## config.mk

```make
export PLATFORM = sky130hd
export DESIGN_NAME = utf8_to_utf16_transcoder_top
export DESIGN_NICKNAME = d
export VERILOG_FILES = /design/src/hdl/u2u_pkg.sv /design/src/hdl/u2u_decode.sv /design/src/hdl/u2u_queue.sv /design/src/hdl/utf8_to_utf16_transcoder_top.sv
export SDC_FILE = /design/constraint.sdc
export NUM_CORES = 1
export LEC_CHECK = 0
export BUFFER_PORTS_ARGS = -buffer_cell sky130_fd_sc_hd__buf_2
export CAP_MARGIN = 20
export CORE_MARGIN = 5
export CORE_UTILIZATION = 60
export CTS_CLUSTER_DIAMETER = 150
export DETAILED_ROUTE_END_ITERATION = 6
export GPL_TIMING_DRIVEN = 0
export PLACE_DENSITY = 0.88
export SYNTH_ARGS = -nofsm -noshare
export SYNTH_HDL_FRONTEND = slang
export SYNTH_SLANG_ARGS = --single-unit
```

## constraint.sdc

```tcl
create_clock -name aclk -period 5.8 [get_ports aclk]
set_input_delay 0.87 -clock aclk [delete_from_list [all_inputs] [get_ports aclk]]
set_output_delay 0.87 -clock aclk [all_outputs]
set_load 0.1 [all_outputs]
```

## src/hdl/u2u_pkg.sv

```systemverilog
package u2u_pkg;

    localparam int QUEUE_DEPTH = 4;

    localparam logic [15:0] HIGH_START      = 16'hD800;
    localparam logic [15:0] LOW_START       = 16'hDC00;
    localparam logic [15:0] HALF_BASE_UNITS = 16'h0040;
    // Subtracting 10000 before the shift by ten is the same as subtracting 40 after it.
    localparam logic [15:0] HIGH_OFFSET     = HIGH_START - HALF_BASE_UNITS;

    typedef struct packed {
        logic [15:0] code_unit;
        logic        last_unit;
    } u2u_unit_t;

    typedef struct packed {
        logic [1:0] count;
        u2u_unit_t  first;
        u2u_unit_t  second;
    } u2u_push_t;

    function automatic logic [2:0] lead_count(input logic [7:0] b);
        logic [2:0] n;
        if (b inside {[8'h00:8'hBF]}) begin
            n = 3'd0;
        end else if (b inside {[8'hC0:8'hDF]}) begin
            n = 3'd1;
        end else if (b inside {[8'hE0:8'hEF]}) begin
            n = 3'd2;
        end else if (b inside {[8'hF0:8'hF7]}) begin
            n = 3'd3;
        end else if (b inside {[8'hF8:8'hFB]}) begin
            n = 3'd4;
        end else begin
            n = 3'd5;
        end
        return n;
    endfunction

    function automatic logic [7:0] lead_mask(input logic [2:0] n);
        logic [7:0] m;
        case (n)
            3'd0: m = 8'h7F;
            3'd1: m = 8'h1F;
            3'd2: m = 8'h0F;
            3'd3: m = 8'h07;
            3'd4: m = 8'h03;
            3'd5: m = 8'h01;
            default: m = 8'h00;
        endcase
        return m;
    endfunction

endpackage

```

## src/hdl/u2u_decode.sv

```systemverilog
module u2u_decode (
    input  logic                aclk,
    input  logic                aresetn,
    input  logic                s_valid,
    output logic                s_ready,
    input  logic [7:0]          s_byte_in,
    input  logic                room,
    output u2u_pkg::u2u_push_t  push
);

    logic        st_valid_reg;
    logic [7:0]  byte_reg;
    logic [2:0]  pending_reg;
    logic [2:0]  pending_next;
    logic [30:0] acc_reg;
    logic [30:0] acc_next;
    logic [2:0]  lead;
    logic        fire;

    // The held byte is decoded in the cycle the queue can take two units.
    assign fire    = st_valid_reg && room;
    assign s_ready = !st_valid_reg || room;

    always_ff @(posedge aclk) begin
        if (!aresetn) begin
            st_valid_reg <= 1'b0;
        end else if (s_ready) begin
            st_valid_reg <= s_valid;
        end
    end

    always_ff @(posedge aclk) begin
        if (s_valid && s_ready) begin
            byte_reg <= s_byte_in;
        end
    end

    always_ff @(posedge aclk) begin
        if (!aresetn) begin
            pending_reg <= 3'd0;
            acc_reg     <= 31'd0;
        end else if (fire) begin
            pending_reg <= pending_next;
            acc_reg     <= acc_next;
        end
    end

    always_comb begin
        lead         = u2u_pkg::lead_count(byte_reg);
        pending_next = 3'd0;
        acc_next     = 31'd0;
        push         = '0;
        if (byte_reg == 8'h00) begin
            push.count            = 2'd1;
            push.first.code_unit  = 16'h0000;
            push.first.last_unit  = 1'b1;
        end else begin
            if (pending_reg == 3'd0) begin
                pending_next = lead;
                acc_next     = 31'(byte_reg & u2u_pkg::lead_mask(lead));
            end else begin
                pending_next = pending_reg - 3'd1;
                acc_next     = {acc_reg[24:0], byte_reg[5:0]};
            end
            if (pending_next != 3'd0) begin
                push.count = 2'd0;
            end else if (|acc_next[30:16]) begin
                push.count            = 2'd2;
                push.first.code_unit  = acc_next[25:10] + u2u_pkg::HIGH_OFFSET;
                push.first.last_unit  = 1'b0;
                push.second.code_unit = u2u_pkg::LOW_START | 16'(acc_next[9:0]);
                push.second.last_unit = 1'b1;
            end else begin
                push.count           = 2'd1;
                push.first.code_unit = acc_next[15:0];
                push.first.last_unit = 1'b1;
            end
        end
        if (!fire) begin
            push.count = 2'd0;
        end
    end

endmodule

```

## src/hdl/u2u_queue.sv

```systemverilog
module u2u_queue #(
    parameter int DEPTH = u2u_pkg::QUEUE_DEPTH
) (
    input  logic                aclk,
    input  logic                aresetn,
    input  u2u_pkg::u2u_push_t  push,
    output logic                room,
    output logic                m_valid,
    input  logic                m_ready,
    output logic [15:0]         m_code_unit,
    output logic                m_last_unit
);

    localparam int PTR_W = $clog2(DEPTH);
    localparam int CNT_W = $clog2(DEPTH + 1);

    u2u_pkg::u2u_unit_t mem [DEPTH];
    logic [PTR_W-1:0]   wr_ptr_reg;
    logic [PTR_W-1:0]   rd_ptr_reg;
    logic [CNT_W-1:0]   count_reg;
    logic [CNT_W-1:0]   count_next;
    logic               pop;

    assign pop         = m_valid && m_ready;
    assign m_valid     = count_reg != '0;
    assign m_code_unit = mem[rd_ptr_reg].code_unit;
    assign m_last_unit = mem[rd_ptr_reg].last_unit;
    // Room for a surrogate pair is needed before any byte is decoded.
    assign room        = count_reg <= CNT_W'(DEPTH - 2);
    assign count_next  = count_reg + CNT_W'(push.count) - CNT_W'(pop);

    always_ff @(posedge aclk) begin
        if (push.count != 2'd0) begin
            mem[wr_ptr_reg] <= push.first;
        end
        if (push.count == 2'd2) begin
            mem[wr_ptr_reg + PTR_W'(1)] <= push.second;
        end
    end

    always_ff @(posedge aclk) begin
        if (!aresetn) begin
            wr_ptr_reg <= '0;
            rd_ptr_reg <= '0;
            count_reg  <= '0;
        end else begin
            wr_ptr_reg <= wr_ptr_reg + PTR_W'(push.count);
            if (pop) begin
                rd_ptr_reg <= rd_ptr_reg + PTR_W'(1);
            end
            count_reg <= count_next;
        end
    end

endmodule

```

## src/hdl/utf8_to_utf16_transcoder_top.sv

```systemverilog
// UTF-8 to UTF-16 transcoder. One byte is taken per cycle while s_ready is high into an input
// register and decoded there against the pending count and code-point accumulator once the
// queue has room for two units; the resulting units go into a small output queue (QUEUE_DEPTH
// entries, a power of two of at least two), so the first unit of a byte is held in the input
// register and then the queue before it is offered. Bytes completing a code point up to FFFF,
// and zero bytes, give one unit; code points above FFFF give a surrogate pair. While units are
// taken the rate is one byte per cycle, but pairs are paced by the output at one unit per cycle.
module utf8_to_utf16_transcoder_top #(
    parameter int QUEUE_DEPTH = u2u_pkg::QUEUE_DEPTH
) (
    input  logic        aclk,
    input  logic        aresetn,
    input  logic        s_valid,
    output logic        s_ready,
    input  logic [7:0]  s_byte_in,
    output logic        m_valid,
    input  logic        m_ready,
    output logic [15:0] m_code_unit,
    output logic        m_last_unit
);

    u2u_pkg::u2u_push_t push;
    logic               room;

    u2u_decode u_decode (
        .aclk      (aclk),
        .aresetn   (aresetn),
        .s_valid   (s_valid),
        .s_ready   (s_ready),
        .s_byte_in (s_byte_in),
        .room      (room),
        .push      (push)
    );

    u2u_queue #(
        .DEPTH (QUEUE_DEPTH)
    ) u_queue (
        .aclk        (aclk),
        .aresetn     (aresetn),
        .push        (push),
        .room        (room),
        .m_valid     (m_valid),
        .m_ready     (m_ready),
        .m_code_unit (m_code_unit),
        .m_last_unit (m_last_unit)
    );

endmodule

```

### Word-level counts from Yosys, hierarchy flattened

Memory sizes are Yosys's and may differ from the RTL's. A register that Yosys moved wholly into a read port is not among the register bits.
Index checks and enable logic that the tools add are counted.

| word-level totals | value |
|---|---|
| output and inout bits | 19 |
| word-level logic and storage cells | 77 |
| memories | 1 |
| register bits after elaboration | 44 |
| input port bits | 12 |
| memory bits (writable) | 68 |

| operators by class | value |
|---|---|
| reduce and logical (&&, ||, !) cells | 17 |
| mux-type cells | 27 |
| equal/unequal tests | 6 |
| bitwise gates (word level) | 1 |
| add/subtract/negate cells | 7 |
| order comparisons | 11 |

Memories:

| memory | depth | width | read ports | clocked after memory_dff | write ports | RTL line | source |
|---|---|---|---|---|---|---|---|
| u_queue.mem | 4 | 17 | 1 | 1 | 2 | u2u_queue.sv:17 | `u2u_pkg::u2u_unit_t mem [DEPTH];` |

Operators with widths:

| cell | number |
|---|---|
| $mux 31 | 2 |
| $pmux 7 s6 | 1 |
| $le 8x8->1 const B | 5 |
| $mux 19 | 2 |
| $mux 17 | 2 |
| $mux 34 | 1 |
| $ge 8x8->1 const B | 4 |
| $mux 25 | 1 |
| $mux 3 | 7 |
| $add 16x16->16 const B | 1 |
| $mux 8 | 2 |
| $reduce_or 15->1 | 1 |
| $and 8x8->8 | 1 |
| $ge 8x1->1 const B | 1 |
| $logic_and 1x1->1 | 8 |
| $logic_not 8->1 | 1 |
| $mux 2 | 4 |
| $eq 3x2->1 const B | 2 |
| $eq 3x3->1 const B | 2 |
| $logic_not 3->1 | 2 |
| $reduce_bool 3->1 | 2 |
| $mux 1 | 5 |
| $add 2x1->2 const B | 2 |
| $add 3x2->3 | 1 |
| 9 further kinds | 9 |

### Depth between registers and ports, before layout

Gate-level depths: netlist of the first run.

| logic depth | value |
|---|---|
| depth in word-level cells | 22 |
| gate-level depth with buffers | 16 |
| gate-level depth less buffers | 14 |

### By module

Synthesis of the first run repeated with hierarchy kept, for this count alone.

| unflattened totals | value |
|---|---|
| cells, all modules | 478 |
| area, all modules | 5964.5 µm² |

Modules (own cells, without submodules):

| module | times used | sequential area each (µm²) | area an instance (µm²) | cells each |
|---|---|---|---|---|
| u2u_queue | 1 | 2222.1 | 3809.9 | 215 |
| u2u_decode | 1 | 820.8 | 2154.6 | 263 |

### Worst setup path before layout of the first run

Ideal clock, no wire load.

| timing | value |
|---|---|
| path type | register to register |
| start point | reg u_decode.pending_reg[0] |
| end point | reg u_queue.count_reg[2] |
| library setup time | 0.115 ns |
| slack | 2.372 ns |
| stages on the path, launching flop included | 17 |
| arrival time | 3.313 ns |
| required time | 5.685 ns |
| buffers on the path | 3 |
| period minus slack after synthesis | 3.428 ns |
| path through | dfxtp_1 > inv_1 > ha_1 > nand2b_1 > buf_1 > nand2_1 > ha_1 > nand2_1 > buf_6 > buf_2 > nand3_1 > ha_1 > inv_1 > fa_1 > xnor2_1 > xnor2_1 > and2_1 |

| between the ends | value |
|---|---|
| word-level cells in the longest chain between the ends | 10 |
| elaborated cells between the ends (all ways) | 14 |
| those cells by class | 3 x add/sub; 8 x mux; 3 x reduce/logical |

Ends and longest elaborated chain:

| what | RTL line | source |
|---|---|---|
| start, declared | u2u_decode.sv:13 | `logic [2:0] pending_reg;` |
| start signal, assigned | u2u_decode.sv:43 | `pending_reg <= pending_next;` |
| $logic_not 3->1 | u2u_decode.sv:58 | `if (pending_reg == 3'd0) begin` |
| $mux 31 | u2u_decode.sv:58 |  |
| $mux 31 | u2u_decode.sv:53 | `if (byte_reg == 8'h00) begin` |
| $reduce_or 15->1 | u2u_decode.sv:67 | `end else if (\|acc_next[30:16]) begin` |
| $mux 19 | u2u_decode.sv:67 |  |
| $mux 2 (*) | u2u_decode.sv:65 | `if (pending_next != 3'd0) begin` |
| $mux 19 (*) | u2u_decode.sv:53 |  |
| $mux 2 (*) | u2u_decode.sv:79 | `if (!fire) begin` |
| $add 3x2->3 (*) | u2u_queue.sv:30 | `assign count_next = count_reg + CNT_W'(push.count) - CNT_W'(pop);` |
| $sub 3x1->3 (*) | u2u_queue.sv:30 |  |
| end signal, assigned | u2u_queue.sv:51 | `count_reg <= count_next;` |
| end, declared | u2u_queue.sv:20 | `logic [CNT_W-1:0] count_reg;` |

Every way passes the cells marked *; elsewhere a longest branch is shown, timed or not. The select of a mux whose other input is x is not followed.
A chain may end at the register's enable or synchronous reset.

### Worst setup path after layout of the first run

Same ends and word-level chain as after synthesis.

==> impl_metrics.py, run 1 <==
metrics = {
    "sta": {
        "drv_slew": 0,
        "final-hold-violation-count": 0,
        "period_minus_slack_ns": 4.227,
        "tns_ns": 0,
        "period_utilization_pct": 72.88,
        "hold_ws_ns": 0.4625,
        "fmax_mhz": 236.6,
        "timing.slew.headroom_pct": 46.69,
        "setup_viol": 0,
        "grt_setup_unrepaired": "no",
        "tightest_slew_ns": 0.7987,
        "finClkSkew_ns": 0.007932,
    },
    "die": {
        "initial_core_util_pct": 60.94,
        "rows": 36,
        "ioPinCount": 31,
        "core_sq_um": 9639,
        "die_y_um": 108.9,
        "fp.dieW_um": 108.9,
        "floorplan.die_area_sq_um": 11870,
    },
    "synthesis": {
        "syn-instance-count": 507,
        "synth_enable_flop_cells": 72,
        "netlist.top_cell.by_area": "edfxtp_1",
        "syn_nets": 528,
        "yosys_most_used_dff": "edfxtp_1",
        "ys_seq_elements": 114,
        "synth.top_cell.area_share_pct": 36.81,
        "avgSynthCellArea_sq_um": 11.59,
        "yosys-top-cells-area": "edfxtp_1 37%, dfxtp_1 14%, mux4_2 6.5%",
        "mappedNetlistArea_sq_um": 5874,
        "yosys.cell_count.top_type": "edfxtp_1",
        "synth_cell_types": 70,
        "synth-async-reset-ratio_pct": 0,
        "synthesis.yosys.warnings": 0,
        "ys_seq_area_share_pct": 51.12,
        "synth_commonest_cells": "72 x edfxtp_1, 42 x dfxtp_1, 39 x nand2_1, 28 x o22ai_1",
    },
    "placement": {
        "place_congestion": 0.9392,
        "port_buffers": 29,
        "placedInstanceArea_sq_um": 6186,
        "dp_hpwl_mm": 10.80,
    },
    "worst_setup_path": {
        "worstSetupStartpoint": "u_decode.pending_reg[0]",
        "critPathMaxFanout": 10,
        "worstPathRequired_ns": 6.23,
        "cp_data_arrival_time_ns": 4.65,
        "reg2reg_setup_slack_ns": 1.57,
        "critical_path.startpoint_type": "flop",
        "critPathKind": "flop to flop",
        "worst_r2r_startpoint": "u_decode.pending_reg[0]",
        "setup_crit_end_kind": "flop",
    },
    "route": {
        "drcViolationCount": 0,
        "drt_pass1_iterations": 5,
        "antenna_violating_nets_left": 0,
        "avgViaCountPerCell": 6.812,
        "drt-initial-drc-count": 508,
        "vias": 4775,
        "finalWirelength_mm": 16.07,
        "post_drt_wl_per_cell_um": 22.93,
    },
    "power": {
        "power_density_nw_per_um2": 429.5,
        "peakVddDrop_mv": 0.2504,
        "total_power_mw": 2.934,
        "leakagePower_nw": 2.417,
    },
    "cts": {
        "clock_tree_from_tritoncts": "yes",
        "clock_path_buffers": 2,
        "cts_inserted_buffers": 17,
        "cts_hold_buf": 0,
        "clock_sinks": 114,
        "cts-htree-levels": 4,
        "cts_setup_buffers": 0,
        "clk_latency_ns": 0.53,
        "clk_pin_slew_ns": 0.06,
        "post_cts_resize_count": 0,
        "cts-root-buf": "clkbuf_8",
    },
    "finish": {
        "post-route-cell-area_sq_um": 6832,
        "fin_util_pct": 70.87,
        "num_antenna_cells": 0,
        "layout.nets": 576,
        "post_route_cells_drive_above_1_share_pct": 21.13,
        "area_growth_from_synthesis_to_final_layout_pct": 16.29,
        "flip_flop_count_of_the_largest_register_after_layout": 68,
    },
    "min_path": {
        "hold_path.class": "flop to flop",
        "timing.hold.worst.start": "u_decode.pending_reg[1]",
    },
    "global_route": {
        "grt_antenna_before_repair": 0,
        "grt_pass1_wl_mm": 24.85,
        "vias_in_the_first_global_route": 4595,
        "grt.total_usage_pct": 28.41,
        "grt_overflow": 0,
        "pin_count_of_the_biggest_net_entering_global_routing": 17,
    },
    "flow_run": {
        "cap_viol_max_count": 0,
    },
    "status": {
        "status": "finished, final reports clean",
    },
}
worst max-delay path, stage by stage (launching register included):
cell and delay, ns:
dfxtp_1 0.39, inv_1 0.11, ha_1 0.28, nand2b_1 0.23, buf_1 0.38, nand2_1 0.32, ha_1 0.37, nand2_1 0.19
buf_6 0.20, buf_2 0.27, nand3_1 0.15, ha_1 0.32, inv_1 0.05, fa_1 0.44, xnor2_1 0.20, xnor2_1 0.08
and2_1 0.15
cell families after synthesis:
group | Yosys count | synth area share [%]
XOR/XNOR | 11 | 1.640
adder cells (fa/ha/maj) | 9 | 2.045
buffers and inverters | 45 | 3.770
AND/OR/NAND/NOR | 152 | 14.82
flip-flops | 114 | 51.12
multiplexers | 29 | 8.925
AO/OA/AOI/OAI | 147 | 17.68
placed cells by master, fill, tap and decap left out, types with 4 or more instances in the layout:
cell type,netlist,final
o21ai_0,25,25
and4_1,4,4
o32ai_1,4,4
mux4_2,17,17
inv_1,16,16
o22ai_1,28,28
ha_1,8,8
buf_6,5,5
a21boi_0,4,4
nand4_1,8,8
nor4_1,4,4
a21oi_1,14,14
dfxtp_1,42,42
xnor2_1,6,6
edfxtp_1,72,72
nor2b_1,25,25
bufinv_16,0,5
o2bb2ai_1,6,6
clkbuf_1,13,14
mux2_2,7,7
a2bb2oi_1,7,7
nand2_1,39,39
nor3_1,8,8
o31ai_1,5,5
o211ai_1,5,5
nor2_1,19,19
o221ai_1,5,5
clkinv_4,0,6
and2_1,13,13
clkbuf_16,0,16
buf_2,6,35
mux2i_1,4,4
xor2_1,5,5
nand3_1,5,5
a22oi_1,21,21
per-layer routing:
layer	GRT usage (%)	wire [um]	vias to the layer above	part of all wire [%]
met3	7.874	1807	73	11
li1	-	-	2082	-
met2	46.58	7735	347	48
met1	34.89	5893	2273	37
met5	0	0	-	0
met4	13.17	635	0	4.0
report_power, final:
group / total, mW / switching [mW] / internal, mW
clock: 1.14 / 0.392 / 0.747
sequential: 0.945 / 0.0324 / 0.913
combinational: 0.849 / 0.640 / 0.209
worst paths after layout:
check	endpoint	depth (start not counted)
min	u_decode.pending_reg[1]	2
min reg2reg	u_decode.pending_reg[1]	2
max	u_queue.count_reg[2]	16
max reg2reg	u_queue.count_reg[2]	16
area by class of cell:
| cell class | instances | area, sq um |
|---|---|---|
| Multi-Input combinational cell | 348 | 2650 |
| Tap cell | 133 | 166.4 |
| Clock buffer | 18 | 417.9 |
| Inverter | 17 | 63.81 |
| Buffer | 28 | 157.7 |
| Clock inverter | 14 | 227.7 |
| Timing Repair Buffer | 29 | 145.1 |
| Sequential cell | 114 | 3003 |
| Fill cell | 705 | 2808 |
metrics by stage:
stage               worst slack, ns  cells
floorplan                     2.372    507
global placement              1.791    669
detailed placement            1.664    669
CTS                           1.632    701
global route                  1.339    701
finish                        1.573    701
No activity file was read; power rests on OpenSTA's default activity.
==> run 2: changes to the inputs <==
Settings changed: ABC_AREA set to 1.
Clock period 5.8 ns to 4.3 ns, I/O delays scaled along.
==> run 2 against run 1 <==
Compared with the run above: total power up 43%; critical path depth up 1; synthesized area up 3.8%; core utilization up 0.31 points; maximum frequency up 14%.
==> impl_metrics.py, run 2 <==
metrics = {
    "status": {
        "status": "finished, final reports clean",
    },
    "sta": {
        "drv_slew": 0,
        "fmax_mhz": 270.1,
        "grt_setup_unrepaired": "no",
        "tightest_slew_ns": 0.8696,
        "finClkSkew_ns": 0.008185,
        "timing.slew.headroom_pct": 41.81,
        "period_utilization_pct": 86.11,
        "period_minus_slack_ns": 3.703,
        "postLayoutSetupSlackWorst_ns": 0.5972,
        "final-hold-violation-count": 0,
        "setup_viol": 0,
        "tns_ns": 0,
    },
    "cts": {
        "cts-root-buf": "clkbuf_8",
        "cts_hold_buf": 0,
        "clock_sinks": 114,
        "clock_path_buffers": 2,
        "post_cts_resize_count": 0,
        "cts_setup_buffers": 0,
        "clk_pin_slew_ns": 0.06,
        "clk_latency_ns": 0.53,
        "cts-htree-levels": 4,
        "clock_tree_from_tritoncts": "yes",
        "cts_inserted_buffers": 17,
    },
    "die": {
        "ioPinCount": 31,
        "core_sq_um": 9864,
        "die_y_um": 110.8,
        "initial_core_util_pct": 61.83,
        "floorplan.die_area_sq_um": 12280,
        "fp.dieW_um": 110.8,
        "rows": 36,
    },
    "worst_setup_path": {
        "critPathMaxFanout": 16,
        "setup_crit_end_kind": "flop",
        "cp_data_arrival_time_ns": 3.85,
        "worstPathRequired_ns": 4.45,
        "reg2reg_depth": 17,
        "critPathKind": "flop to flop",
        "critical_path.startpoint_type": "flop",
    },
    "placement": {
        "place_congestion": 1.006,
        "pre_cts_ws_ns": 0.6291,
        "port_buffers": 30,
        "dp_hpwl_mm": 11.30,
    },
    "synthesis": {
        "synth-async-reset-ratio_pct": 0,
        "syn_nets": 735,
        "synth_cell_types": 42,
        "ys_seq_area_share_pct": 49.23,
        "yosys-top-cells-area": "edfxtp_1 35%, dfxtp_1 14%, nand2_1 9.6%",
        "yosys_most_used_dff": "edfxtp_1",
        "yosys.cell_count.top_type": "nand2_1",
        "synth_commonest_cells": "156 x nand2_1, 72 x edfxtp_1, 72 x nor2_1, 60 x inv_1, 59 x o21ai_0",
        "synth_enable_flop_cells": 72,
        "synth.top_cell.area_share_pct": 35.45,
        "syn-instance-count": 714,
        "avgSynthCellArea_sq_um": 8.543,
        "netlist.top_cell.by_area": "edfxtp_1",
        "synthesis.yosys.warnings": 0,
        "ys_seq_elements": 114,
        "mappedNetlistArea_sq_um": 6100,
    },
    "route": {
        "vias": 5528,
        "post_drt_wl_per_cell_um": 18.28,
        "antenna_violating_nets_left": 0,
        "finalWirelength_mm": 16.62,
        "avgViaCountPerCell": 6.081,
        "drt-initial-drc-count": 572,
        "drcViolationCount": 0,
        "drt_pass1_iterations": 6,
    },
    "global_route": {
        "grt.total_usage_pct": 27.55,
        "vias_in_the_first_global_route": 5477,
        "pin_count_of_the_biggest_net_entering_global_routing": 17,
        "grt_overflow": 0,
        "grt_antenna_before_repair": 0,
        "grt_pass1_wl_mm": 27.10,
    },
    "min_path": {
        "worstHoldPathCells": 1,
        "hold_path.class": "input pin to flop",
    },
    "finish": {
        "layout.nets": 784,
        "post_route_cells_drive_above_1_share_pct": 18.04,
        "mostFrequentLayoutCells": "156 x nand2_1, 72 x nor2_1, 72 x edfxtp_1",
        "flip_flop_count_of_the_largest_register_after_layout": 68,
        "layout.cells.most_common": "nand2_1",
        "area_growth_from_synthesis_to_final_layout_pct": 15.12,
        "num_antenna_cells": 0,
    },
    "power": {
        "power_density_nw_per_um2": 598.6,
        "leakagePower_nw": 2.893,
        "peakVddDrop_mv": 0.3629,
    },
    "flow_run": {
        "cap_viol_max_count": 0,
    },
}
[run 2: changes by cell type after synthesis, sizes merged, moves of 22 or more]
cell and change:
nand2 +125, nor2 +59, o21ai +57, inv +51
nand3 +48, a21oi +28, nor2b -25, a22oi -22
[run 2: path summary, 6_finish.rpt]
path                          endpoint                     from  slack [ns]
setup reg to reg    u_queue.mem[0][13]  u_decode.pending_reg[0]        0.60
hold reg to reg    u_decode.acc_reg[9]      u_decode.acc_reg[9]        0.48
hold / removal    u_decode.byte_reg[1]             s_byte_in[1]        0.30
setup / recovery    u_queue.mem[0][13]  u_decode.pending_reg[0]        0.60
[run 2: layer usage]
layer	GRT usage [%]	wire, um
met1	33.85	6414
met2	45.51	7914
met3	6.168	1618
met4	14.12	673
met5	0	0
[run 2: cells by family after synthesis]
| family | Yosys count | synth area share, % |
|---|---|---|
| XOR/XNOR | 5 | 0.7179 |
| adder cells (fa/ha/maj) | 9 | 1.969 |
| flip-flops | 114 | 49.23 |
| buffers and inverters | 103 | 7.426 |
| AO/OA/AOI/OAI | 171 | 17.50 |
| AND/OR/NAND/NOR | 312 | 23.16 |
[run 2: per-stage QoR]
stage | cell area, sq um | instances | util [%] | power, mW | hold slack, ns
floorplan | 6100 | 714 | - | 2.475 | 0.4356
global placement | 6416 | 877 | 65.04 | 2.723 | 0.4505
detailed placement | 6416 | 877 | 65.04 | 2.764 | 0.4645
CTS | 7022 | 909 | 71.18 | 4.183 | 0.2826
global route | 7022 | 909 | 71.18 | 4.345 | 0.2828
finish | 7022 | 909 | 71.18 | 4.203 | 0.2958
[run 2: final cells by class]
cell class	instances	area (sq um)
well taps	133	166.4
repair buffers	30	150.1
clock inverters	14	177.7
clock buffers	18	427.9
multi-input cells	497	2644
fillers	722	2843
inverters	69	259.0
flip-flops and latches	114	3003
plain buffers	34	193.9
[run 2: power breakdown]
part | switching [mW] | total [mW] | internal (mW)
Sequential | 0.0546 | 1.31 | 1.25
Combinational | 1.19 | 1.46 | 0.277
Clock | 0.527 | 1.43 | 0.905
[run 2: critical path: stages, from the launching register on]
cell      delay (ns)
dfxtp_1         0.32
inv_1           0.09
ha_1            0.22
nand2_4         0.09
buf_6           0.15
buf_6           0.14
nand2_1         0.20
ha_1            0.21
a21boi_2        0.17
nand3_2         0.13
nor2_8          0.21
nand3_2         0.13
nand2_2         0.11
nand2_4         0.07
nand2_8         0.11
nand2_2         0.10
buf_6           0.21
nand2_1         0.65
